===== src/sv/vwpc_pkg.sv =====
package vwpc_pkg;

    localparam int TEMP_BITS_DEF = 12;
    localparam int TIME_BITS_DEF = 32;

    localparam int OP_W       = 2;
    localparam int WCODE_W    = 10;
    localparam int PCT_W      = 7;
    localparam int POS_W      = 7;
    localparam int MOVE_W     = 15;
    localparam int FRAC_BITS  = 8;
    localparam int INTERVAL_W = 16;
    localparam int IN_FIXED_W = OP_W + 1 + WCODE_W + 1 + PCT_W;
    localparam int OUT_W      = 32;

    localparam int CFG_IDX_W  = 3;
    localparam int CFG_DATA_W = 16;

    localparam logic [OP_W-1:0] OP_TICK   = 2'd0;
    localparam logic [OP_W-1:0] OP_MANUAL = 2'd1;
    localparam logic [OP_W-1:0] OP_APPLY  = 2'd2;
    localparam logic [OP_W-1:0] OP_CLOSE  = 2'd3;

    localparam logic [CFG_IDX_W-1:0] REG_AUTO_ENABLE  = 3'd0;
    localparam logic [CFG_IDX_W-1:0] REG_START_TEMP   = 3'd1;
    localparam logic [CFG_IDX_W-1:0] REG_FINISH_TEMP  = 3'd2;
    localparam logic [CFG_IDX_W-1:0] REG_TEMPS_KNOWN  = 3'd3;
    localparam logic [CFG_IDX_W-1:0] REG_POSITIONS    = 3'd4;
    localparam logic [CFG_IDX_W-1:0] REG_INTERVAL     = 3'd5;

    localparam logic [WCODE_W-1:0] DRY_CODE   = 10'd701;
    localparam logic [PCT_W-1:0]   PCT_FULL   = 7'd100;
    localparam logic [MOVE_W-1:0]  FULL_Q8    = 15'd25600;

    // snap to actuator step: (p * t + 50) / 100 via reciprocal multiply
    localparam int                 PROD_W     = 14;
    localparam logic [PROD_W-1:0]  ROUND_HALF = 14'd50;
    localparam int                 KPROD_W    = 27;
    localparam logic [12:0]        K_RECIP    = 13'd5243;
    localparam int                 K_SHIFT    = 19;

    localparam int APPLY_DVD_W = 22;

    typedef enum logic [1:0] {
        PATH_NONE,
        PATH_APPLY,
        PATH_DIV
    } path_t;

    typedef struct packed {
        logic capture;
        logic eval;
        logic auto_start;
        logic auto_set;
        logic apply_mul;
        logic apply_k;
        logic apply_start;
        logic apply_fin;
        logic load_out;
    } cmd_t;

    typedef struct packed {
        path_t path;
        logic  apply_ok;
        logic  div_done;
    } sts_t;

endpackage


===== src/sv/vent_window_position_control_unit.sv =====
// Vent window position control unit.
// Input stream (s_t*): one event per transaction, tdata carries op, uptime,
// soil temperature and its known flag, weather code and its known flag and
// the manual percent. Output stream (m_t*): exactly one result per event,
// tdata carries the move (valid, direction, amount in Q8 percent), target,
// target known flag and actual opening.
// Configuration registers are written through wr_en/wr_index/wr_data; the
// user must write them only while no event is in flight, as the block does
// not enforce it; writes take effect at once. Events are taken one at a time.
// Manual set, full close and events with no apply step go from capture
// through evaluation to the output; an apply checked but not needed adds the
// check, and one that runs adds the check, the two multiplies and one pass
// of the shared restoring divider (22 steps at default widths, one quotient
// bit per cycle). An auto tick inside the temperature band divides first;
// s_tready returns as m_tvalid rises. The result sits in an output register,
// so a stalled receiver holds only the finished result; the next event is
// accepted and processed, and waits at its end until the register is free.
// Reset clears configuration and all tracked state: target and actual
// unknown, never adjusted, no apply pending, output empty.
module vent_window_position_control_unit #(
    parameter  int TEMP_BITS  = vwpc_pkg::TEMP_BITS_DEF,
    parameter  int TIME_BITS  = vwpc_pkg::TIME_BITS_DEF,
    localparam int IN_W       = TIME_BITS + TEMP_BITS + vwpc_pkg::IN_FIXED_W,
    localparam int IN_TDATA_W = ((IN_W + 7) / 8) * 8
) (
    input  logic                            clk,
    input  logic                            rst_n,
    input  logic                            wr_en,
    input  logic [vwpc_pkg::CFG_IDX_W-1:0]  wr_index,
    input  logic [vwpc_pkg::CFG_DATA_W-1:0] wr_data,
    input  logic                            s_tvalid,
    output logic                            s_tready,
    // op, uptime_sec, soil_temp, soil_temp_known, weather_code,
    // weather_known, manual_percent, zero fill
    input  logic [IN_TDATA_W-1:0]           s_tdata,
    output logic                            m_tvalid,
    input  logic                            m_tready,
    // move_valid, move_open, move_amount, target_percent, target_known,
    // actual_percent
    output logic [vwpc_pkg::OUT_W-1:0]      m_tdata
);

    vwpc_pkg::cmd_t cmd;
    vwpc_pkg::sts_t sts;

    vwpc_ctrl u_ctrl (
        .clk      (clk),
        .rst_n    (rst_n),
        .s_tvalid (s_tvalid),
        .s_tready (s_tready),
        .m_tvalid (m_tvalid),
        .m_tready (m_tready),
        .cmd      (cmd),
        .sts      (sts)
    );

    vwpc_dp #(
        .TEMP_BITS (TEMP_BITS),
        .TIME_BITS (TIME_BITS)
    ) u_dp (
        .clk      (clk),
        .rst_n    (rst_n),
        .wr_en    (wr_en),
        .wr_index (wr_index),
        .wr_data  (wr_data),
        .in_data  (s_tdata[IN_W-1:0]),
        .cmd      (cmd),
        .sts      (sts),
        .out_data (m_tdata)
    );

endmodule


===== src/sv/vwpc_div.sv =====
module vwpc_div #(
    parameter int DVD_W = 22,
    parameter int DVS_W = 12
) (
    input  logic             clk,
    input  logic             rst_n,
    input  logic             start,
    input  logic [DVD_W-1:0] dvd,
    input  logic [DVS_W-1:0] dvs,
    output logic             done,
    output logic [DVD_W-1:0] quo
);

    localparam int CNT_W = $clog2(DVD_W + 1);

    logic             busy_reg;
    logic             done_reg;
    logic [CNT_W-1:0] cnt_reg;
    logic [DVS_W-1:0] rem_reg;
    logic [DVS_W-1:0] dvs_reg;
    logic [DVD_W-1:0] quo_reg;

    logic [DVS_W:0] trial;
    logic [DVS_W:0] diff;
    logic           fits;

    assign trial = {rem_reg, quo_reg[DVD_W-1]};
    assign diff  = trial - {1'b0, dvs_reg};
    assign fits  = trial >= {1'b0, dvs_reg};

    always_ff @(posedge clk or negedge rst_n)
    begin
        if (!rst_n)
        begin
            busy_reg <= 1'b0;
            done_reg <= 1'b0;
            cnt_reg  <= '0;
        end
        else
        begin
            done_reg <= 1'b0;
            if (start)
            begin
                busy_reg <= 1'b1;
                cnt_reg  <= CNT_W'(DVD_W);
            end
            else if (busy_reg)
            begin
                cnt_reg <= cnt_reg - CNT_W'(1);
                if (cnt_reg == CNT_W'(1))
                begin
                    busy_reg <= 1'b0;
                    done_reg <= 1'b1;
                end
            end
        end
    end

    always_ff @(posedge clk)
    begin
        if (start)
        begin
            rem_reg <= '0;
            quo_reg <= dvd;
            dvs_reg <= dvs;
        end
        else if (busy_reg)
        begin
            rem_reg <= fits ? diff[DVS_W-1:0] : trial[DVS_W-1:0];
            quo_reg <= {quo_reg[DVD_W-2:0], fits};
        end
    end

    assign done = done_reg;
    assign quo  = quo_reg;

endmodule


===== src/sv/vwpc_dp.sv =====
module vwpc_dp #(
    parameter  int TEMP_BITS = vwpc_pkg::TEMP_BITS_DEF,
    parameter  int TIME_BITS = vwpc_pkg::TIME_BITS_DEF,
    localparam int IN_W      = TIME_BITS + TEMP_BITS + vwpc_pkg::IN_FIXED_W
) (
    input  logic                            clk,
    input  logic                            rst_n,
    input  logic                            wr_en,
    input  logic [vwpc_pkg::CFG_IDX_W-1:0]  wr_index,
    input  logic [vwpc_pkg::CFG_DATA_W-1:0] wr_data,
    input  logic [IN_W-1:0]                 in_data,
    input  vwpc_pkg::cmd_t                  cmd,
    output vwpc_pkg::sts_t                  sts,
    output logic [vwpc_pkg::OUT_W-1:0]      out_data
);

    localparam int PCT_W      = vwpc_pkg::PCT_W;
    localparam int MOVE_W     = vwpc_pkg::MOVE_W;
    localparam int FRAC_BITS  = vwpc_pkg::FRAC_BITS;
    localparam int OFS_UP     = vwpc_pkg::OP_W;
    localparam int OFS_SOIL   = OFS_UP + TIME_BITS;
    localparam int OFS_SK     = OFS_SOIL + TEMP_BITS;
    localparam int OFS_WC     = OFS_SK + 1;
    localparam int OFS_WK     = OFS_WC + vwpc_pkg::WCODE_W;
    localparam int OFS_MAN    = OFS_WK + 1;
    localparam int AUTO_DVD_W = TEMP_BITS + PCT_W;
    localparam int DVD_W      = (AUTO_DVD_W > vwpc_pkg::APPLY_DVD_W) ?
                                AUTO_DVD_W : vwpc_pkg::APPLY_DVD_W;
    localparam int DVS_W      = TEMP_BITS;

    // configuration
    logic                              auto_en_reg;
    logic signed [TEMP_BITS-1:0]       start_reg;
    logic signed [TEMP_BITS-1:0]       finish_reg;
    logic                              tknown_reg;
    logic [vwpc_pkg::POS_W-1:0]        pos_reg;
    logic [vwpc_pkg::INTERVAL_W-1:0]   interval_reg;

    // captured transaction
    logic [vwpc_pkg::OP_W-1:0]         op_reg;
    logic [TIME_BITS-1:0]              now_reg;
    logic signed [TEMP_BITS-1:0]       soil_reg;
    logic                              sk_reg;
    logic [vwpc_pkg::WCODE_W-1:0]      wc_reg;
    logic                              wk_reg;
    logic [PCT_W-1:0]                  man_reg;

    // control state
    logic [PCT_W-1:0]     tpct_reg, tpct_next;
    logic                 tv_reg, tv_next;
    logic [PCT_W-1:0]     apct_reg, apct_next;
    logic                 av_reg, av_next;
    logic [TIME_BITS-1:0] last_reg, last_next;
    logic                 lav_reg, lav_next;
    logic                 pend_reg, pend_next;
    logic                 mv_valid_reg, mv_valid_next;
    logic                 mv_open_reg, mv_open_next;
    logic [MOVE_W-1:0]    mv_amount_reg, mv_amount_next;

    logic [vwpc_pkg::PROD_W-1:0]  prod_reg;
    logic [vwpc_pkg::POS_W-1:0]   k_reg;
    logic [vwpc_pkg::OUT_W-1:0]   out_reg;

    logic                         rain;
    logic [TIME_BITS-1:0]         since;
    logic                         rate_ok;
    logic                         auto_go;
    logic                         in_range;
    logic                         above;
    logic signed [TEMP_BITS:0]    offs_full;
    logic signed [TEMP_BITS:0]    span_full;
    logic [AUTO_DVD_W-1:0]        auto_num;
    logic [vwpc_pkg::APPLY_DVD_W-1:0] apply_num;
    logic [vwpc_pkg::KPROD_W-1:0] kprod;
    logic                         div_start;
    logic [DVD_W-1:0]             dvd_in;
    logic [DVS_W-1:0]             dvs_in;
    logic                         div_done;
    logic [DVD_W-1:0]             quo;
    logic [MOVE_W-1:0]            rq;
    logic [MOVE_W-1:0]            aq;
    logic [PCT_W-1:0]             act_new;
    logic [PCT_W-1:0]             man_sat;
    vwpc_pkg::path_t              path;

    assign rain     = wk_reg && (wc_reg < vwpc_pkg::DRY_CODE);
    assign since    = now_reg - last_reg;
    assign rate_ok  = (interval_reg == '0) || !lav_reg ||
                      (!since[TIME_BITS-1] && (since > TIME_BITS'(interval_reg)));
    assign auto_go  = auto_en_reg && rate_ok && sk_reg && tknown_reg;
    assign in_range = (soil_reg > start_reg) && (soil_reg < finish_reg);
    assign above    = soil_reg >= finish_reg;

    assign offs_full = (TEMP_BITS + 1)'(soil_reg) - (TEMP_BITS + 1)'(start_reg);
    assign span_full = (TEMP_BITS + 1)'(finish_reg) - (TEMP_BITS + 1)'(start_reg);
    assign auto_num  = AUTO_DVD_W'(offs_full[TEMP_BITS-1:0]) *
                       AUTO_DVD_W'(vwpc_pkg::PCT_FULL);
    assign apply_num = vwpc_pkg::APPLY_DVD_W'(k_reg) *
                       vwpc_pkg::APPLY_DVD_W'(vwpc_pkg::FULL_Q8) +
                       vwpc_pkg::APPLY_DVD_W'(pos_reg >> 1);
    assign kprod     = vwpc_pkg::KPROD_W'(prod_reg) * vwpc_pkg::KPROD_W'(vwpc_pkg::K_RECIP);

    assign div_start = cmd.auto_start || cmd.apply_start;
    assign dvd_in    = cmd.auto_start ? DVD_W'(auto_num) : DVD_W'(apply_num);
    assign dvs_in    = cmd.auto_start ? span_full[TEMP_BITS-1:0] : DVS_W'(pos_reg);

    assign rq      = quo[MOVE_W-1:0];
    assign aq      = {apct_reg, {FRAC_BITS{1'b0}}};
    assign act_new = (rq[MOVE_W-1:FRAC_BITS] > vwpc_pkg::PCT_FULL) ?
                     vwpc_pkg::PCT_FULL : rq[MOVE_W-1:FRAC_BITS];
    assign man_sat = (man_reg > vwpc_pkg::PCT_FULL) ? vwpc_pkg::PCT_FULL : man_reg;

    vwpc_div #(
        .DVD_W (DVD_W),
        .DVS_W (DVS_W)
    ) u_div (
        .clk   (clk),
        .rst_n (rst_n),
        .start (div_start),
        .dvd   (dvd_in),
        .dvs   (dvs_in),
        .done  (div_done),
        .quo   (quo)
    );

    always_comb
    begin
        path = vwpc_pkg::PATH_NONE;
        case (op_reg)
            vwpc_pkg::OP_TICK:
            begin
                if (rain)
                begin
                    if (tv_reg && (tpct_reg != '0))
                    begin
                        path = vwpc_pkg::PATH_APPLY;
                    end
                end
                else if (auto_go)
                begin
                    path = in_range ? vwpc_pkg::PATH_DIV : vwpc_pkg::PATH_APPLY;
                end
            end
            vwpc_pkg::OP_APPLY:
            begin
                if (pend_reg)
                begin
                    path = vwpc_pkg::PATH_APPLY;
                end
            end
            default:
            begin
                path = vwpc_pkg::PATH_NONE;
            end
        endcase
    end

    assign sts.path     = path;
    assign sts.div_done = div_done;
    assign sts.apply_ok = tv_reg && av_reg && (pos_reg != '0) &&
                          ((tpct_reg != apct_reg) || (tpct_reg == '0) ||
                           (tpct_reg == vwpc_pkg::PCT_FULL));

    always_comb
    begin
        tpct_next      = tpct_reg;
        tv_next        = tv_reg;
        apct_next      = apct_reg;
        av_next        = av_reg;
        last_next      = last_reg;
        lav_next       = lav_reg;
        pend_next      = pend_reg;
        mv_valid_next  = mv_valid_reg;
        mv_open_next   = mv_open_reg;
        mv_amount_next = mv_amount_reg;

        if (cmd.capture)
        begin
            mv_valid_next  = 1'b0;
            mv_open_next   = 1'b0;
            mv_amount_next = '0;
        end

        if (cmd.eval)
        begin
            case (op_reg)
                vwpc_pkg::OP_TICK:
                begin
                    if (rain)
                    begin
                        if (tv_reg && (tpct_reg != '0))
                        begin
                            tpct_next = '0;
                        end
                    end
                    else if (auto_go && !in_range)
                    begin
                        tpct_next = above ? vwpc_pkg::PCT_FULL : '0;
                        tv_next   = 1'b1;
                    end
                end
                vwpc_pkg::OP_MANUAL:
                begin
                    if (!tv_reg)
                    begin
                        apct_next = man_sat;
                        av_next   = 1'b1;
                    end
                    else
                    begin
                        pend_next = 1'b1;
                    end
                    tpct_next = man_sat;
                    tv_next   = 1'b1;
                end
                vwpc_pkg::OP_CLOSE:
                begin
                    tpct_next      = '0;
                    tv_next        = 1'b1;
                    apct_next      = '0;
                    av_next        = 1'b1;
                    mv_valid_next  = 1'b1;
                    mv_open_next   = 1'b0;
                    mv_amount_next = vwpc_pkg::FULL_Q8;
                end
                default:
                begin
                    tv_next = tv_reg;
                end
            endcase
        end

        if (cmd.auto_set)
        begin
            tpct_next = quo[PCT_W-1:0];
            tv_next   = 1'b1;
        end

        if (cmd.apply_fin && (rq != aq))
        begin
            mv_valid_next  = 1'b1;
            mv_open_next   = rq > aq;
            mv_amount_next = (rq > aq) ? (rq - aq) : (aq - rq);
            apct_next      = act_new;
            last_next      = now_reg;
            lav_next       = 1'b1;
        end
    end

    always_ff @(posedge clk or negedge rst_n)
    begin
        if (!rst_n)
        begin
            auto_en_reg   <= 1'b0;
            start_reg     <= '0;
            finish_reg    <= '0;
            tknown_reg    <= 1'b0;
            pos_reg       <= '0;
            interval_reg  <= '0;
            tpct_reg      <= '0;
            tv_reg        <= 1'b0;
            apct_reg      <= '0;
            av_reg        <= 1'b0;
            last_reg      <= '0;
            lav_reg       <= 1'b0;
            pend_reg      <= 1'b0;
            mv_valid_reg  <= 1'b0;
            mv_open_reg   <= 1'b0;
            mv_amount_reg <= '0;
        end
        else
        begin
            if (wr_en)
            begin
                case (wr_index)
                    vwpc_pkg::REG_AUTO_ENABLE: auto_en_reg  <= wr_data[0];
                    vwpc_pkg::REG_START_TEMP:  start_reg    <= wr_data[TEMP_BITS-1:0];
                    vwpc_pkg::REG_FINISH_TEMP: finish_reg   <= wr_data[TEMP_BITS-1:0];
                    vwpc_pkg::REG_TEMPS_KNOWN: tknown_reg   <= wr_data[0];
                    vwpc_pkg::REG_POSITIONS:   pos_reg      <= wr_data[vwpc_pkg::POS_W-1:0];
                    vwpc_pkg::REG_INTERVAL:    interval_reg <= wr_data;
                    default:                   auto_en_reg  <= auto_en_reg;
                endcase
            end
            tpct_reg      <= tpct_next;
            tv_reg        <= tv_next;
            apct_reg      <= apct_next;
            av_reg        <= av_next;
            last_reg      <= last_next;
            lav_reg       <= lav_next;
            pend_reg      <= pend_next;
            mv_valid_reg  <= mv_valid_next;
            mv_open_reg   <= mv_open_next;
            mv_amount_reg <= mv_amount_next;
        end
    end

    always_ff @(posedge clk)
    begin
        if (cmd.capture)
        begin
            op_reg   <= in_data[vwpc_pkg::OP_W-1:0];
            now_reg  <= in_data[OFS_SOIL-1:OFS_UP];
            soil_reg <= in_data[OFS_SK-1:OFS_SOIL];
            sk_reg   <= in_data[OFS_SK];
            wc_reg   <= in_data[OFS_WK-1:OFS_WC];
            wk_reg   <= in_data[OFS_WK];
            man_reg  <= in_data[IN_W-1:OFS_MAN];
        end
        if (cmd.apply_mul)
        begin
            prod_reg <= vwpc_pkg::PROD_W'(pos_reg) * vwpc_pkg::PROD_W'(tpct_reg) +
                        vwpc_pkg::ROUND_HALF;
        end
        if (cmd.apply_k)
        begin
            k_reg <= kprod[vwpc_pkg::K_SHIFT + vwpc_pkg::POS_W - 1:vwpc_pkg::K_SHIFT];
        end
        if (cmd.load_out)
        begin
            out_reg <= {(av_reg ? apct_reg : {PCT_W{1'b0}}),
                        tv_reg,
                        (tv_reg ? tpct_reg : {PCT_W{1'b0}}),
                        mv_amount_reg,
                        mv_open_reg,
                        mv_valid_reg};
        end
    end

    assign out_data = out_reg;

`ifndef SYNTHESIS
    a_target_sticky: assert property (@(posedge clk) disable iff (!rst_n)
        tv_reg |=> tv_reg)
        else $error("target known flag cleared");

    a_pending_sticky: assert property (@(posedge clk) disable iff (!rst_n)
        pend_reg |=> pend_reg)
        else $error("apply pending flag cleared");

    a_pct_range: assert property (@(posedge clk) disable iff (!rst_n)
        (tpct_reg <= vwpc_pkg::PCT_FULL) && (apct_reg <= vwpc_pkg::PCT_FULL))
        else $error("opening out of range");

    a_move_amount: assert property (@(posedge clk) disable iff (!rst_n)
        mv_valid_reg |-> ((mv_amount_reg != '0) && (mv_amount_reg <= vwpc_pkg::FULL_Q8)))
        else $error("move amount out of range");

    a_no_move_clean: assert property (@(posedge clk) disable iff (!rst_n)
        !mv_valid_reg |-> ((mv_amount_reg == '0) && !mv_open_reg))
        else $error("idle move carries data");
`endif

endmodule


===== src/sv/vwpc_ctrl.sv =====
module vwpc_ctrl (
    input  logic           clk,
    input  logic           rst_n,
    input  logic           s_tvalid,
    output logic           s_tready,
    output logic           m_tvalid,
    input  logic           m_tready,
    output vwpc_pkg::cmd_t cmd,
    input  vwpc_pkg::sts_t sts
);

    typedef enum logic [3:0] {
        S_IDLE,
        S_EVAL,
        S_AUTO_WAIT,
        S_CHECK,
        S_MUL,
        S_KMUL,
        S_DIV_START,
        S_APPLY_WAIT,
        S_APPLY_FIN,
        S_DONE
    } state_t;

    state_t state_reg, state_next;
    logic   out_valid_reg;
    logic   load;

    assign load = (state_reg == S_DONE) && (!out_valid_reg || m_tready);

    always_comb
    begin
        cmd        = '0;
        state_next = state_reg;
        case (state_reg)
            S_IDLE:
            begin
                if (s_tvalid)
                begin
                    cmd.capture = 1'b1;
                    state_next  = S_EVAL;
                end
            end
            S_EVAL:
            begin
                cmd.eval = 1'b1;
                case (sts.path)
                    vwpc_pkg::PATH_DIV:
                    begin
                        cmd.auto_start = 1'b1;
                        state_next     = S_AUTO_WAIT;
                    end
                    vwpc_pkg::PATH_APPLY:
                    begin
                        state_next = S_CHECK;
                    end
                    default:
                    begin
                        state_next = S_DONE;
                    end
                endcase
            end
            S_AUTO_WAIT:
            begin
                if (sts.div_done)
                begin
                    cmd.auto_set = 1'b1;
                    state_next   = S_CHECK;
                end
            end
            S_CHECK:
            begin
                if (sts.apply_ok)
                begin
                    state_next = S_MUL;
                end
                else
                begin
                    state_next = S_DONE;
                end
            end
            S_MUL:
            begin
                cmd.apply_mul = 1'b1;
                state_next    = S_KMUL;
            end
            S_KMUL:
            begin
                cmd.apply_k = 1'b1;
                state_next  = S_DIV_START;
            end
            S_DIV_START:
            begin
                cmd.apply_start = 1'b1;
                state_next      = S_APPLY_WAIT;
            end
            S_APPLY_WAIT:
            begin
                if (sts.div_done)
                begin
                    state_next = S_APPLY_FIN;
                end
            end
            S_APPLY_FIN:
            begin
                cmd.apply_fin = 1'b1;
                state_next    = S_DONE;
            end
            S_DONE:
            begin
                if (load)
                begin
                    cmd.load_out = 1'b1;
                    state_next   = S_IDLE;
                end
            end
            default:
            begin
                state_next = S_IDLE;
            end
        endcase
    end

    always_ff @(posedge clk or negedge rst_n)
    begin
        if (!rst_n)
        begin
            state_reg     <= S_IDLE;
            out_valid_reg <= 1'b0;
        end
        else
        begin
            state_reg <= state_next;
            if (load)
            begin
                out_valid_reg <= 1'b1;
            end
            else if (m_tready)
            begin
                out_valid_reg <= 1'b0;
            end
        end
    end

    assign s_tready = (state_reg == S_IDLE);
    assign m_tvalid = out_valid_reg;

endmodule

===== config.mk =====
export PLATFORM = sky130hd
export DESIGN_NAME = vent_window_position_control_unit
export DESIGN_NICKNAME = d
export VERILOG_FILES = /design/src/sv/vwpc_pkg.sv /design/src/sv/vent_window_position_control_unit.sv /design/src/sv/vwpc_div.sv /design/src/sv/vwpc_dp.sv /design/src/sv/vwpc_ctrl.sv
export SDC_FILE = /design/constraint.sdc
export NUM_CORES = 1
export LEC_CHECK = 0
export BUFFER_PORTS_ARGS = -buffer_cell sky130_fd_sc_hd__buf_2
export CAP_MARGIN = 5
export CORE_ASPECT_RATIO = 2
export CORE_MARGIN = 10
export CORE_UTILIZATION = 30
export CTS_CLUSTER_SIZE = 8
export DETAILED_ROUTE_END_ITERATION = 16
export PLACE_DENSITY = 0.47
export SLEW_MARGIN = 20
export SYNTH_ARGS = -nofsm -noshare
export SYNTH_HDL_FRONTEND = slang
export SYNTH_SLANG_ARGS = --single-unit
export TNS_END_PERCENT = 10

===== constraint.sdc =====
create_clock -name clk -period 15.5 [get_ports clk]
set_clock_uncertainty 0.1 [all_clocks]
set_input_delay 0 -clock clk [delete_from_list [all_inputs] [get_ports clk]]
set_output_delay 0 -clock clk [all_outputs]
set_load 0.01 [all_outputs]

==> results.toml, run 1 <==
[cts]
cts_made_buffers = 42
cts-hold-fix-buffers = 94
root_buffer = "clkbuf_16"
clkSinkCount = 292
htreeDepth = 2
clockBufferDepth = 3
clk_pin_slew_worst_paths_ps = 50
cts_resized = 0
post_cts_buffers = 0
cts_tree = "done"
clk_latency_ps = 560

[routing]
detail_route.drc_violations = 0
ant_nets = 0
dr.pass1.iters = 5
avgViaCountPerCell = 4.89
routedWlPerCell_um = 18.1
drt_iter0_drc = 721
via_count = 16600
wl_um = 61800

[cells_and_area]
fin_nets = 2951
multi_input_area_sq_um = 12800
fill_cells = 7398
drive_above_1_share_pct = 10.0
area_growth_pct = 17.5
seqCellArea_sq_um = 8010

[timing]
maxSlewHeadroom_pct = 33.7
fmax_ghz = 0.137
finalSetupViolCount = 0
drv_slew = 0
worstMarginPinSlew_ps = 992
grt_setup_unrepaired = "no"
final.setup.tns_ps = 0
post-route-min-period_ps = 7300
fin_crit_sh_pct = 47.1
hold_violations = 12
holdWs_ps = -26.1

[grt]
use_met2_pct = 29.0
busiest_layer = "met2"
first_global_vias = 18100
grt_use_total_pct = 14.5
antenna_found_initial = 0
grt_max_degree = 78
overflow = 0
gr-usage-met3_pct = 1.50
use_met1_pct = 13.7
grt_pass1_wl_um = 97800

[worst_setup_path]
worstSetupPathType = "reg2reg"
worstSetupStartpoint = "u_dp.now_reg[0]$_DFFE_PP_"
cp_max_fo = 24
reg2reg_slack_ps = 8200
rr_endpoint = "u_dp.u_div.quo[11]$_DFFE_PP_"
startpoint_type = "flop"
crit_required_ps = 15750
crit_path_end_kind = "flop"
r2r_cells = 27
crit_end = "u_dp.u_div.quo[11]$_DFFE_PP_"
r2r-start = "u_dp.now_reg[0]$_DFFE_PP_"
cp.arrival_ps = 7560

[floorplanning]
rows = 141
die_width_um = 213
die_area_sq_um = 86200
die_h_um = 405
num_io_pins = 130
core-area_sq_um = 73700
start_util_pct = 30.2

[synth]
synthMostInstantiatedCell = "inv_1"
ys_top_cells_by_count = "335 x inv_1, 305 x ha_1, 181 x nand2_1"
ys_seq_elements = 292
synth_flop_cell = "edfxtp_1"
synth_edf_count = 152
avgSynthCellArea_sq_um = 9.99
yosys_warnings = 0
synthArstFlopShare_pct = 43.8
yosysUniqueCellTypes = 77
synth_nets = 2734
synth.area.top_cells = "edfxtp_1 21%, ha_1 17%, dfrtp_1 14%"
yosysTopAreaCell = "edfxtp_1"
seq_area_frac_synth_pct = 36.0
synth_top_area_share_pct = 20.5
synthesis.area_sq_um = 22300
syn_inst = 2229

[run_status]
status = "complete, but fails checks"
violations = "negative hold slack"

[placement]
io_buffer_count = 122
place_congestion = 0.875
dp_hpwl_um = 49800

[hold_path]
min_path_type = "in2async"

[job]
cap_viol_max_count = 0
[critical path, cell delays in order (launching register included)]
cell,delay (ps)
edfxtp_1,350
inv_1,80
ha_1,180
fa_1,270
nor2b_4,60
o2111ai_1,510
nand2_1,180
a21o_1,210
a21o_1,190
a21oi_1,170
o21bai_1,120
a41oi_1,270
xnor2_1,100
ha_1,310
nand4_1,150
nor4_1,330
o21ai_1,180
a2111oi_2,410
nand4_1,190
o31ai_1,370
a21o_1,180
nor2_1,70
ha_1,190
and2_1,310
nor2_1,160
buf_4,300
clkinv_1,690
o221ai_1,450
[cell families after synthesis]
logic type / synth area share, %
and+or+nand+nor: 11.0
AOI/OAI and AO/OA: 13.6
adders and majority gates: 26.5
buffers and inverters: 6.72
DFF: 36.0
xor gates and xnor gates: 4.05
muxes: 2.16
[routing by layer]
metal / share of wire [%] / wire length, um
met1: 34 / 21300
met2: 57 / 35100
met3: 2.6 / 1600
met4: 6.2 / 3850
met5: 0 / 0
[cell usage in the layout, fill, tap and decap left out, drive strengths merged, types with 14 or more instances in the layout]
master,n
xor2,41
nor2b,19
buf,141
nand3,39
and2,51
dfrtp,128
nor2,79
edfxtp,152
xnor2,62
o21ai,176
a21oi,109
nor4,14
fa,104
nand4,20
nor3,34
dlygate4sd3,94
o21a,18
nand2,182
nand2b,21
mux2,36
a21o,40
ha,305
inv,336
clkbuf,73
[worst min-delay path by stage]
| stage | to | slack (ps) | depth (start not counted) | start |
|---|---|---|---|---|
| 2_1_floorplan | u_ctrl.m_tvalid$_DFFE_PN0P_ | -400 | 0 | rst_n |
| 3_3_place_gp | u_dp.finish_reg[8]$_DFFE_PN0P_ | -8 | 1 | rst_n |
| 3_5_place_dp | u_dp.finish_reg[8]$_DFFE_PN0P_ | 5 | 1 | rst_n |
| 4_1_cts | u_dp.u_div.cnt_reg[2]$_DFFE_PN0P_ | 20 | 2 | rst_n |
| 5_1_grt | u_dp.now_reg[20]$_DFFE_PP_ | 50 | 2 | s_tdata[22] |
| 6_report | u_dp.start_reg[7]$_DFFE_PN0P_ | -30 | 2 | rst_n |
[stage by stage]
| stage | util [%] | hold WS, ps | instance area [sq um] | cells | setup slack, ps |
|---|---|---|---|---|---|
| 4_1_cts | 35.5 | 15.7 | 26100 | 3405 | 8170 |
| 3_3_place_gp | 32.5 | -7.60 | 24000 | 3237 | 8250 |
| 5_1_grt | 35.5 | 45.7 | 26100 | 3405 | 7780 |
| 3_5_place_dp | 32.5 | 5.43 | 24000 | 3237 | 8200 |
| 2_1_floorplan | - | -396 | 22300 | 2229 | 9540 |
| 6_report | 35.5 | -26.1 | 26100 | 3406 | 8200 |
[cell type report]
cell class,count,share of cell area (%)
Timing Repair Buffer,235,6.50
Multi-Input combinational cell,1539,49.0
Inverter,336,4.82
Tap cell,929,4.45
Sequential cell,292,30.6
Clock buffer,73,4.58
Clock inverter,1,0.0335
Antenna cell,1,0.00957
Power of run 1 is not shown: default switching activity piles up to over one toggle a cycle in this logic, so the estimate is an artifact.
==> run 2, diff against run 1 <==
- PLACE_DENSITY: 0.47 -> 0.49
- clock period: 15.5 -> 6.2 ns (I/O delays scaled with it)
==> run 2 against run 1 <==
Effect of this change: the flow still finishes with violations (negative hold slack); register-to-register slack got worse by 7700 ps; die area did not move; utilization rose by 0.17 points; largest cell class unchanged.
==> results.toml, run 2 (synthesized netlist as in run 1, its figures left out) <==
[run_status]
status = "complete, but fails checks"
violations = "negative hold slack"

[timing]
fmax_ghz = 0.177
maxSlewHeadroom_pct = 36.2
drv_slew = 0
final.setup.tns_ps = 0
fin_crit_sh_pct = 91.3
worstMarginPinSlew_ps = 955
grt_setup_unrepaired = "no"
holdWs_ps = -11.5
post-route-min-period_ps = 5660
finalSetupViolCount = 0
hold_violations = 4

[cts]
clockBufferDepth = 3
cts_tree = "done"
cts_made_buffers = 42
root_buffer = "clkbuf_16"
htreeDepth = 2
clk_pin_slew_worst_paths_ps = 60
clkSinkCount = 292
clk_latency_ps = 570

[routing]
routedWlPerCell_um = 18.1
wl_um = 62000
detail_route.drc_violations = 0
dr.pass1.iters = 5
via_count = 16800
avgViaCountPerCell = 4.91
ant_nets = 0
drt_iter0_drc = 674

[grt]
first_global_vias = 18400
busiest_layer = "met2"
use_met1_pct = 13.8
grt_use_total_pct = 14.6
overflow = 0
use_met2_pct = 29.4
antenna_found_initial = 0
grt_pass1_wl_um = 98800
gr-usage-met3_pct = 1.73
grt_max_degree = 86

[placement]
io_buffer_count = 122
place_congestion = 0.890
dp_hpwl_um = 50100

[job]
cap_viol_max_count = 0

[floorplanning]
start_util_pct = 30.2
die_width_um = 213
die_area_sq_um = 86200
die_h_um = 405
core-area_sq_um = 73700
num_io_pins = 130
rows = 141

[cells_and_area]
multi_input_area_sq_um = 12800
area_growth_pct = 18.0
seqCellArea_sq_um = 8010
drive_above_1_share_pct = 10.6
fin_nets = 2964
mostFrequentLayoutCells = "334 x inv_1, 305 x ha_1, 181 x nand2_1"
fill_cells = 7417
antenna_cells = 0
mostFrequentLayoutCell = "inv_1"

[worst_setup_path]
crit_path_end_kind = "flop"
crit_required_ps = 6400
worstSetupStartpoint = "u_dp.prod_reg[10]$_DFFE_PP_"
startpoint_type = "flop"
reg2reg_slack_ps = 540
worstSetupPathType = "reg2reg"
cp.arrival_ps = 5860
cp_max_fo = 6
r2r-start = "u_dp.prod_reg[10]$_DFFE_PP_"

[hold_path]
min_path_type = "in2async"
[run 2: critical path, cell delays in order, from the launching register on]
cell and delay [ps]:
edfxtp_1 550, ha_1 380, inv_1 60, fa_1 480
fa_1 520, inv_1 50, fa_1 470, fa_1 490
ha_1 350, a21o_1 210, a21o_1 170, a21o_1 160
a21oi_1 260, o21a_1 180, o31ai_1 130, a31o_2 310
nand4_1 100, nand4b_1 150, a21oi_1 200, xnor2_1 80
[run 2: what timing repair did]
action | CTS | global route
hold endpoints to repair | 204 | 0
buffers inserted | 0 | 1
hold buffers | 94 | 0
endpoints found under the setup margin | 0 | 57
gates resized for setup | 0 | 7
[run 2: per-stage QoR]
| step | hold slack (ps) | utilization [%] | cell area, sq um | std cells | setup WS [ps] |
|---|---|---|---|---|---|
| after detailed placement | 40.0 | 32.7 | 24100 | 3249 | 277 |
| final | -11.5 | 35.6 | 26300 | 3419 | 538 |
| after floorplan | -396 | - | 22300 | 2229 | 239 |
| after global routing | 44.6 | 35.6 | 26300 | 3419 | 16.0 |
| after CTS | 19.0 | 35.6 | 26200 | 3418 | 222 |
| after global placement | 29.8 | 32.7 | 24100 | 3249 | 269 |
[run 2: path summary, 6_finish.rpt]
kind,end,cells after the start
min,u_dp.start_reg[8]$_DFFE_PN0P_,2
max reg2reg,u_dp.k_reg[6]$_DFFE_PP_,19
min in group clk,u_dp.wc_reg[9]$_DFFE_PP_,2
max in group asynchronous,u_dp.mv_open_reg$_DFF_PN0_,3
min reg2reg,u_dp.out_data[1]$_DFFE_PP_,0
max,u_dp.k_reg[6]$_DFFE_PP_,19
[run 2: layer usage]
layer  vias to the layer above  share of wire (%)
li1                       8159                  -
met1                      8179                 35
met2                       319                 57
met3                       132                2.8
met4                         0                5.4
met5                         -                  0
[run 2: area by class of cell]
class                   instances  area share [%]
multi-input cells            1539            48.8
flip-flops and latches        292            30.5
repair buffers                248            6.97
inverters                     336            4.80
well taps                     929            4.42
clock buffers                  71            4.41
clock inverters                 4           0.148
Power of run 2 is left out for the same reason.
